### config.mk
export PLATFORM = sky130hd
export DESIGN_NAME = rbli_ctrl
export DESIGN_NICKNAME = d
export VERILOG_FILES = /design/src/design/rbli_pkg.sv /design/src/design/rbli_ctrl.sv
export SDC_FILE = /design/constraint.sdc
export NUM_CORES = 1
export LEC_CHECK = 0
export BUFFER_PORTS_ARGS = -buffer_cell sky130_fd_sc_hd__buf_2
export CORE_MARGIN = 5
export CORE_UTILIZATION = 49
export CTS_CLUSTER_DIAMETER = 60
export DETAILED_ROUTE_END_ITERATION = 6
export PLACE_DENSITY_LB_ADDON = 0.1
export SLEW_MARGIN = 20
export SYNTH_ARGS = -nofsm -noshare
export SYNTH_HDL_FRONTEND = slang
export SYNTH_SLANG_ARGS = --single-unit
### constraint.sdc
create_clock -name i_clk -period 1.8 [get_ports i_clk]
set_input_delay 0.09 -clock i_clk [delete_from_list [all_inputs] [get_ports i_clk]]
set_output_delay 0.09 -clock i_clk [all_outputs]
set_load 0.03 [all_outputs]
### src/design/rbli_pkg.sv
// package: types, constants and tables for range_bearing_landmark_init
`timescale 1ns / 1ps
`default_nettype none
package rbli_pkg;

    localparam int CAPACITY     = 256;
    localparam int CORDIC_STEPS = 16;
    localparam int SLOT_CNT_W   = ($clog2(CAPACITY + 1) > 9) ? $clog2(CAPACITY + 1) : 9;
    localparam int STEP_W       = $clog2(CORDIC_STEPS);
    localparam int OP_COUNT     = 18;
    localparam int OP_W         = 5;
    localparam logic signed [33:0] K_GAIN = 34'sd652032874;

    typedef enum logic [2:0] {
        REG_POSE_X       = 3'd0,
        REG_POSE_Y       = 3'd1,
        REG_POSE_HEADING = 3'd2,
        REG_NOISE_00     = 3'd3,
        REG_NOISE_01     = 3'd4,
        REG_NOISE_10     = 3'd5,
        REG_NOISE_11     = 3'd6,
        REG_USED_SLOTS   = 3'd7
    } t_cfg_reg;

    typedef struct packed {
        logic [2:0]  index;
        logic [31:0] data;
    } t_cfg_beat;

    typedef struct packed {
        logic [31:0] range;
        logic [15:0] bearing;
        logic        last_in_batch;
    } t_in_item;

    typedef struct packed {
        logic signed [31:0] landmark_x;
        logic signed [31:0] landmark_y;
        logic signed [47:0] cov_00;
        logic signed [47:0] cov_01;
        logic signed [47:0] cov_10;
        logic signed [47:0] cov_11;
        logic [7:0]         slot;
        logic               table_full;
        logic               batch_done;
    } t_out_item;

    // operand sources of the shared multiplier
    typedef enum logic [3:0] {
        OPD_R, OPD_C, OPD_S, OPD_RC, OPD_NRS,
        OPD_N00, OPD_N01, OPD_N10, OPD_N11,
        OPD_M00, OPD_M01, OPD_M10, OPD_M11
    } t_opnd;

    typedef enum logic [3:0] {
        DST_RC, DST_RS, DST_TMP,
        DST_M00, DST_M01, DST_M10, DST_M11,
        DST_P00, DST_P01, DST_P10, DST_P11
    } t_dst;

    typedef struct packed {
        t_opnd a;
        t_opnd b;
        logic  sh30;
        t_dst  dst;
    } t_op;

    typedef struct packed {
        logic              start;
        logic              cordic;
        logic [STEP_W-1:0] step;
        logic              load;
        logic              mul;
        logic [1:0]        mul_j;
        logic              round;
        logic              write;
        logic [OP_W-1:0]   op;
        logic              finish;
    } t_dp_cmd;

    // microcode of the product sequence; odd entries from 3 on add the held term
    function automatic t_op op_entry(input logic [OP_W-1:0] k);
        t_op o;
        o = '{a: OPD_R, b: OPD_C, sh30: 1'b1, dst: DST_RC};
        unique case (k)
            5'd0:  o = '{a: OPD_R,   b: OPD_C,   sh30: 1'b1, dst: DST_RC};
            5'd1:  o = '{a: OPD_R,   b: OPD_S,   sh30: 1'b1, dst: DST_RS};
            5'd2:  o = '{a: OPD_C,   b: OPD_N00, sh30: 1'b1, dst: DST_TMP};
            5'd3:  o = '{a: OPD_NRS, b: OPD_N10, sh30: 1'b0, dst: DST_M00};
            5'd4:  o = '{a: OPD_C,   b: OPD_N01, sh30: 1'b1, dst: DST_TMP};
            5'd5:  o = '{a: OPD_NRS, b: OPD_N11, sh30: 1'b0, dst: DST_M01};
            5'd6:  o = '{a: OPD_S,   b: OPD_N00, sh30: 1'b1, dst: DST_TMP};
            5'd7:  o = '{a: OPD_RC,  b: OPD_N10, sh30: 1'b0, dst: DST_M10};
            5'd8:  o = '{a: OPD_S,   b: OPD_N01, sh30: 1'b1, dst: DST_TMP};
            5'd9:  o = '{a: OPD_RC,  b: OPD_N11, sh30: 1'b0, dst: DST_M11};
            5'd10: o = '{a: OPD_M00, b: OPD_C,   sh30: 1'b1, dst: DST_TMP};
            5'd11: o = '{a: OPD_M01, b: OPD_NRS, sh30: 1'b0, dst: DST_P00};
            5'd12: o = '{a: OPD_M00, b: OPD_S,   sh30: 1'b1, dst: DST_TMP};
            5'd13: o = '{a: OPD_M01, b: OPD_RC,  sh30: 1'b0, dst: DST_P01};
            5'd14: o = '{a: OPD_M10, b: OPD_C,   sh30: 1'b1, dst: DST_TMP};
            5'd15: o = '{a: OPD_M11, b: OPD_NRS, sh30: 1'b0, dst: DST_P10};
            5'd16: o = '{a: OPD_M10, b: OPD_S,   sh30: 1'b1, dst: DST_TMP};
            5'd17: o = '{a: OPD_M11, b: OPD_RC,  sh30: 1'b0, dst: DST_P11};
            default: o = '{a: OPD_R, b: OPD_C, sh30: 1'b1, dst: DST_RC};
        endcase
        return o;
    endfunction

    // arctangent table, 32 bit binary angle
    function automatic logic [31:0] atan_entry(input logic [4:0] i);
        logic [31:0] v;
        v = 32'd0;
        unique case (i)
            5'd0:  v = 32'd536870912;
            5'd1:  v = 32'd316933406;
            5'd2:  v = 32'd167458907;
            5'd3:  v = 32'd85004756;
            5'd4:  v = 32'd42667331;
            5'd5:  v = 32'd21354465;
            5'd6:  v = 32'd10679838;
            5'd7:  v = 32'd5340245;
            5'd8:  v = 32'd2670163;
            5'd9:  v = 32'd1335087;
            5'd10: v = 32'd667544;
            5'd11: v = 32'd333772;
            5'd12: v = 32'd166886;
            5'd13: v = 32'd83443;
            5'd14: v = 32'd41722;
            5'd15: v = 32'd20861;
            5'd16: v = 32'd10430;
            5'd17: v = 32'd5215;
            5'd18: v = 32'd2608;
            5'd19: v = 32'd1304;
            5'd20: v = 32'd652;
            5'd21: v = 32'd326;
            5'd22: v = 32'd163;
            5'd23: v = 32'd81;
            5'd24: v = 32'd41;
            5'd25: v = 32'd20;
            5'd26: v = 32'd10;
            5'd27: v = 32'd5;
            5'd28: v = 32'd3;
            5'd29: v = 32'd1;
            5'd30: v = 32'd1;
            5'd31: v = 32'd0;
            default: v = 32'd0;
        endcase
        return v;
    endfunction

endpackage
`default_nettype wire

### src/design/rbli_ctrl.sv
// sequencer: cordic iterations then the shared-multiplier product program
`timescale 1ns / 1ps
`default_nettype none
module rbli_ctrl (
    input  wire logic              i_clk,
    input  wire logic              i_rst_n,
    input  wire logic              i_in_valid,
    output logic                   o_in_ready,
    output logic                   o_out_valid,
    input  wire logic              i_out_ready,
    output rbli_pkg::t_dp_cmd      o_cmd
);
    import rbli_pkg::*;

    typedef enum logic [2:0] {
        S_IDLE, S_CORDIC, S_LOAD, S_MUL, S_DRAIN, S_ROUND, S_WRITE, S_FINAL
    } t_state;

    t_state            r_state;
    logic [STEP_W-1:0] r_step;
    logic [OP_W-1:0]   r_op;
    logic [1:0]        r_mj;
    logic              r_out_valid;
    logic              w_fin;

    assign o_in_ready  = (r_state == S_IDLE);
    assign o_out_valid = r_out_valid;
    assign w_fin       = (r_state == S_FINAL) && (!r_out_valid || i_out_ready);

    always_comb begin
        o_cmd        = '0;
        o_cmd.start  = (r_state == S_IDLE) && i_in_valid;
        o_cmd.cordic = (r_state == S_CORDIC);
        o_cmd.step   = r_step;
        o_cmd.load   = (r_state == S_LOAD);
        o_cmd.mul    = (r_state == S_MUL);
        o_cmd.mul_j  = r_mj;
        o_cmd.round  = (r_state == S_ROUND);
        o_cmd.write  = (r_state == S_WRITE);
        o_cmd.op     = r_op;
        o_cmd.finish = w_fin;
    end

    always_ff @(posedge i_clk) begin
        if (!i_rst_n) begin
            r_state     <= S_IDLE;
            r_step      <= '0;
            r_op        <= '0;
            r_mj        <= '0;
            r_out_valid <= 1'b0;
        end else begin
            if (w_fin) begin
                r_out_valid <= 1'b1;
            end else if (i_out_ready) begin
                r_out_valid <= 1'b0;
            end
            unique case (r_state)
                S_IDLE: begin
                    r_step <= '0;
                    r_op   <= '0;
                    if (i_in_valid) begin
                        r_state <= S_CORDIC;
                    end
                end
                S_CORDIC: begin
                    if (r_step == STEP_W'(CORDIC_STEPS - 1)) begin
                        r_state <= S_LOAD;
                    end else begin
                        r_step <= r_step + 1'b1;
                    end
                end
                S_LOAD: begin
                    r_mj    <= '0;
                    r_state <= S_MUL;
                end
                S_MUL: begin
                    if (r_mj == 2'd3) begin
                        r_state <= S_DRAIN;
                    end else begin
                        r_mj <= r_mj + 1'b1;
                    end
                end
                S_DRAIN: r_state <= S_ROUND;
                S_ROUND: r_state <= S_WRITE;
                S_WRITE: begin
                    if (r_op == OP_W'(OP_COUNT - 1)) begin
                        r_state <= S_FINAL;
                    end else begin
                        r_op    <= r_op + 1'b1;
                        r_state <= S_LOAD;
                    end
                end
                S_FINAL: begin
                    if (w_fin) begin
                        r_state <= S_IDLE;
                    end
                end
                default: r_state <= S_IDLE;
            endcase
        end
    end
endmodule
`default_nettype wire

==> summary by stage <==
Status
The flow ran to the end, and the final reports show no timing, DRC or antenna violations.

Critical path
The launch point of the worst reg-to-reg path is r_state[0]$_SDFFE_PN0P_. The master of the slowest instance on the critical path is sky130_fd_sc_hd__dfxtp_1. The critical path goes through inv_1, ha_1, nand2b_1, inv_1, buf_2.

Setup slack on the worst reg-to-reg path comes out at 210 ps. STA classifies the critical path endpoint as a primary output. The endpoint arrival time on the critical path is 1540 ps. The depth of the worst register-to-register path is 6. The most numerous cell on the critical path is sky130_fd_sc_hd__inv_1.

The largest single stage delay on the critical path is 370 ps. The critical register-to-register path endpoint is r_step[3]$_SDFFE_PN0P_. Of all nets on the critical path, the largest fanout is 8. Broken down by cell family, the worst path's largest delay share belongs to buffers and inverters.

At the worst endpoint, the required time is 1710 ps. The setup path with the least slack is of type flop to primary output. STA classifies the critical path startpoint as a flop. The number of buffer and inverter stages on the critical path is 3.

Drt
The total via count in the routed design is 775. After detailed routing, the average wire length per cell comes to 12.06 um. Once detail routing completed, the nets flagged for antenna violations numbered 0.

For this block, the initial DRC count from the detailed router was 15. The per-cell via count in the routed design is 5.032. The iteration count of the initial detailed-routing pass is 4. The routed wire length is 1858 um. The number of remaining DRC errors is 0.

STA
The final number of hold-violating endpoints is 0. The max-slew headroom at the worst pin is 0.6860. The number of pins exceeding their max-slew limit in the final report came to 0.

Setup repair after global routing left no endpoint under its margin. Setup violations remaining at the end of the flow were counted as 0. For the pin with the worst max-slew slack, the measured transition is 466.0 ps.

The setup TNS after final layout is 0 ps. The minimum setup slack in the final design is 172.4 ps. The post-route fraction of the period consumed by the critical path is 0.9042. The final critical path time including I/O delays and setup is 1628 ps. The timing-limited maximum frequency is 614.4 MHz. Across the routed clock network, the largest skew measured is 17.88 ps.

Synthesis
The sequential area share after synthesis is 0.3306. The number of nets handed over by synthesis was 117. For this run, asynchronously set or reset flops after synthesis account for 0. The most instantiated library cell after synthesis is sky130_fd_sc_hd__dfxtp_1. Among all flip-flop cells after synthesis, the most frequent one is sky130_fd_sc_hd__dfxtp_1. The netlist uses 32 different library cells.

The post-synthesis instance area is 908.4 um^2. The most area-hungry cell type in the Yosys netlist is sky130_fd_sc_hd__dfxtp_1. The Yosys warning count is 0. Yosys mapped a number of flops with a built-in enable equal to 0. The synthesized area divided by synthesized cell count is 8.651 um^2. The area fraction of the dominant cell type after synthesis is 0.3306. Ranked by instance count, the synthesized netlist is headed by sky130_fd_sc_hd__dfxtp_1 (15), sky130_fd_sc_hd__nor2_1 (10), sky130_fd_sc_hd__ha_1 (8), sky130_fd_sc_hd__inv_1 (8), sky130_fd_sc_hd__nor2b_1 (8). The register bit count reported by yosys is 15. Sorting the synthesized cells by area gives the leading types as sky130_fd_sc_hd__dfxtp_1 (33%), sky130_fd_sc_hd__ha_1 (11%), sky130_fd_sc_hd__nor2b_1 (5.5%), sky130_fd_sc_hd__nor2_1 (4.1%), sky130_fd_sc_hd__o21ai_0 (3.9%). The synthesized instance count is 105.

Placed design
Routability-driven placement finished with a final weighted congestion of 0.7547. Buffers placed on the I/O ports in this run total 23. The detailed placer's ending HPWL is 1421 um. OpenSTA, run right after detailed placement, puts the worst setup slack at 202.5 ps.

Finish
Compared with the post-synthesis result, the final layout area differs by 17.22%. Counting the fill cells in the layout gives 174. Of the cells placed in the final design, the portion with a size suffix greater than 1 is 0.2558. The net count of the finished layout is 142. Once layout is complete, the utilization of the core stands at 0.6100. The diode insertion count for antenna repair is 0.

Clock tree
Counting the buffers created by CTS gives 3. The number of levels the H-tree was split into is 1. Post-CTS repair changed the size of 0 cells. The clock net in this run drives a total of 15 sinks. The later pin in the worst-skew pair is clocked with a latency of 300 ps.

Buffers added to address setup during post-CTS repair amount to 0. The tree is rooted in a sky130_fd_sc_hd__clkbuf_4. The CTS tree is yes. The clock-pin slew of the registers on the worst-case setup and hold paths is 100 ps. The maximum buffer depth of the clock tree is 2. Hold repair after CTS inserted 0 buffers.

Pwr
The relative contribution of sequential cells to total power is 0.313. The reported net switching power is 0.6006 mW. The largest voltage drop on the vdd net is 0.0009091 V.

The leakage component of the power is 0.4982 nW. The share of total power consumed by net switching is 0.4619. The share of total power dissipated in the clock network is 0.150.

Of the total power, combinational logic draws 0.536. The design internal power is 0.6997 mW. The final total power is 1.300 mW. Dividing total power by cell area gives a power density of 1221 nW/um^2.

Floorplan
The standard-cell row count is 15. The total I/O pin count is 24. The height of the die is 53.06 um.

The effective utilization at floorplan is 0.5204. The die area is 2815 um^2. The die outline width is 53.06 um. The placeable core area is 1745 um^2.

Global route
Summed over all layers, the global routing overflow is 0. The pin count of the biggest net entering global routing is 13. The wire length of the first global-routing pass is 3215 um.

The number of antenna violations at the first check in global routing is 0. The via count of the first global-routing pass is 743. The aggregate global-route resource usage is 0.1571.

Min path
The hold path startpoint is i_rst_n. The path class of the tightest hold or removal check is input pin to flop. The worst hold path terminates at r_op[1]$_SDFFE_PN0P_. The worst hold path was traced through 2 stages.

Run
The number of max-capacitance violations reported is 0.
[logic make-up after synthesis]
group / after synthesis / synth area share
AND/OR/NAND/NOR: 36 / 0.2094
buffers and inverters: 13 / 0.06887
XOR/XNOR: 5 / 0.04821
adder cells (fa/ha/maj): 8 / 0.1102
flip-flops: 15 / 0.3306
multiplexers: 4 / 0.04545
AO/OA/AOI/OAI: 24 / 0.1873
[layout by cell type (no fill, tap or decap), types with 2 or more instances in the layout]
cell                        count
sky130_fd_sc_hd__a22oi_1        2
sky130_fd_sc_hd__nand2_1        7
sky130_fd_sc_hd__dfxtp_1       15
sky130_fd_sc_hd__a211oi_1       2
sky130_fd_sc_hd__nand2b_1       2
sky130_fd_sc_hd__o2111ai_1      2
sky130_fd_sc_hd__nand3_1        3
sky130_fd_sc_hd__mux2i_1        3
sky130_fd_sc_hd__ha_1           8
sky130_fd_sc_hd__buf_4          2
sky130_fd_sc_hd__inv_1          8
sky130_fd_sc_hd__o21ai_0        7
sky130_fd_sc_hd__clkbuf_4       3
sky130_fd_sc_hd__nor2_1        10
sky130_fd_sc_hd__a21oi_1        4
sky130_fd_sc_hd__buf_2         23
sky130_fd_sc_hd__xor2_1         4
sky130_fd_sc_hd__nor2b_1        8
sky130_fd_sc_hd__and2_1         3
[layout make-up]
cell class / instances / area, um^2 / area share
clock buffers: 3 / 22.52 / 0.02115
clock inverters: 1 / 5.005 / 0.004700
inverters: 8 / 30.03 / 0.02820
multi-input cells: 77 / 545.5 / 0.5123
flip-flops and latches: 15 / 300.3 / 0.2820
well taps: 25 / 31.28 / 0.02938
repair buffers: 25 / 130.1 / 0.1222
[routing by layer]
layer,GRT usage,vias up,share of wire
met3,0.06197,4,0.057
met5,0,-,0
met4,0.05106,0,0.015
met1,0.1712,345,0.45
li1,-,409,-
met2,0.2748,17,0.48
[state kept, by name (all words and copies together), names as in the netlist]
name         flops
r_op             5
r_step           4
r_state          3
r_mj             2
o_out_valid      1
[worst max path at each step]
stage | from | cells after the start | to | slack (ps)
detailed placement | r_op[1]$_SDFFE_PN0P_ | 6 | r_state[2]$_SDFFE_PN0P_ | 200
global placement | r_op[1]$_SDFFE_PN0P_ | 6 | r_state[2]$_SDFFE_PN0P_ | 160
global route | r_state[1]$_SDFFE_PN0P_ | 5 | o_in_ready | 4
CTS | r_state[0]$_SDFFE_PN0P_ | 5 | o_in_ready | 160
finish | r_state[0]$_SDFFE_PN0P_ | 5 | o_in_ready | 170
floorplan | r_op[1]$_SDFFE_PN0P_ | 6 | r_state[2]$_SDFFE_PN0P_ | 60
[power by group through the flow]
stage / clock network (mW) / logic, mW / registers (mW)
2_1_floorplan: 0 / 0.554 / 0.437
3_3_place_gp: 0 / 0.690 / 0.413
3_5_place_dp: 0 / 0.699 / 0.415
4_1_cts: 0.203 / 0.701 / 0.407
5_1_grt: 0.221 / 0.779 / 0.416
6_report: 0.196 / 0.698 / 0.407
[per-stage QoR]
| step | instance area, um^2 | std cells | hold WS [ps] |
|---|---|---|---|
| 6_report | 1065 | 154 | 115.7 |
| 5_1_grt | 1065 | 154 | 118.2 |
| 4_1_cts | 1065 | 154 | 110.7 |
| 3_5_place_dp | 1037 | 150 | 435.2 |
| 3_3_place_gp | 1037 | 150 | 438.3 |
| 2_1_floorplan | 908.4 | 105 | 339.9 |
Power figures use the tool's default switching activity.
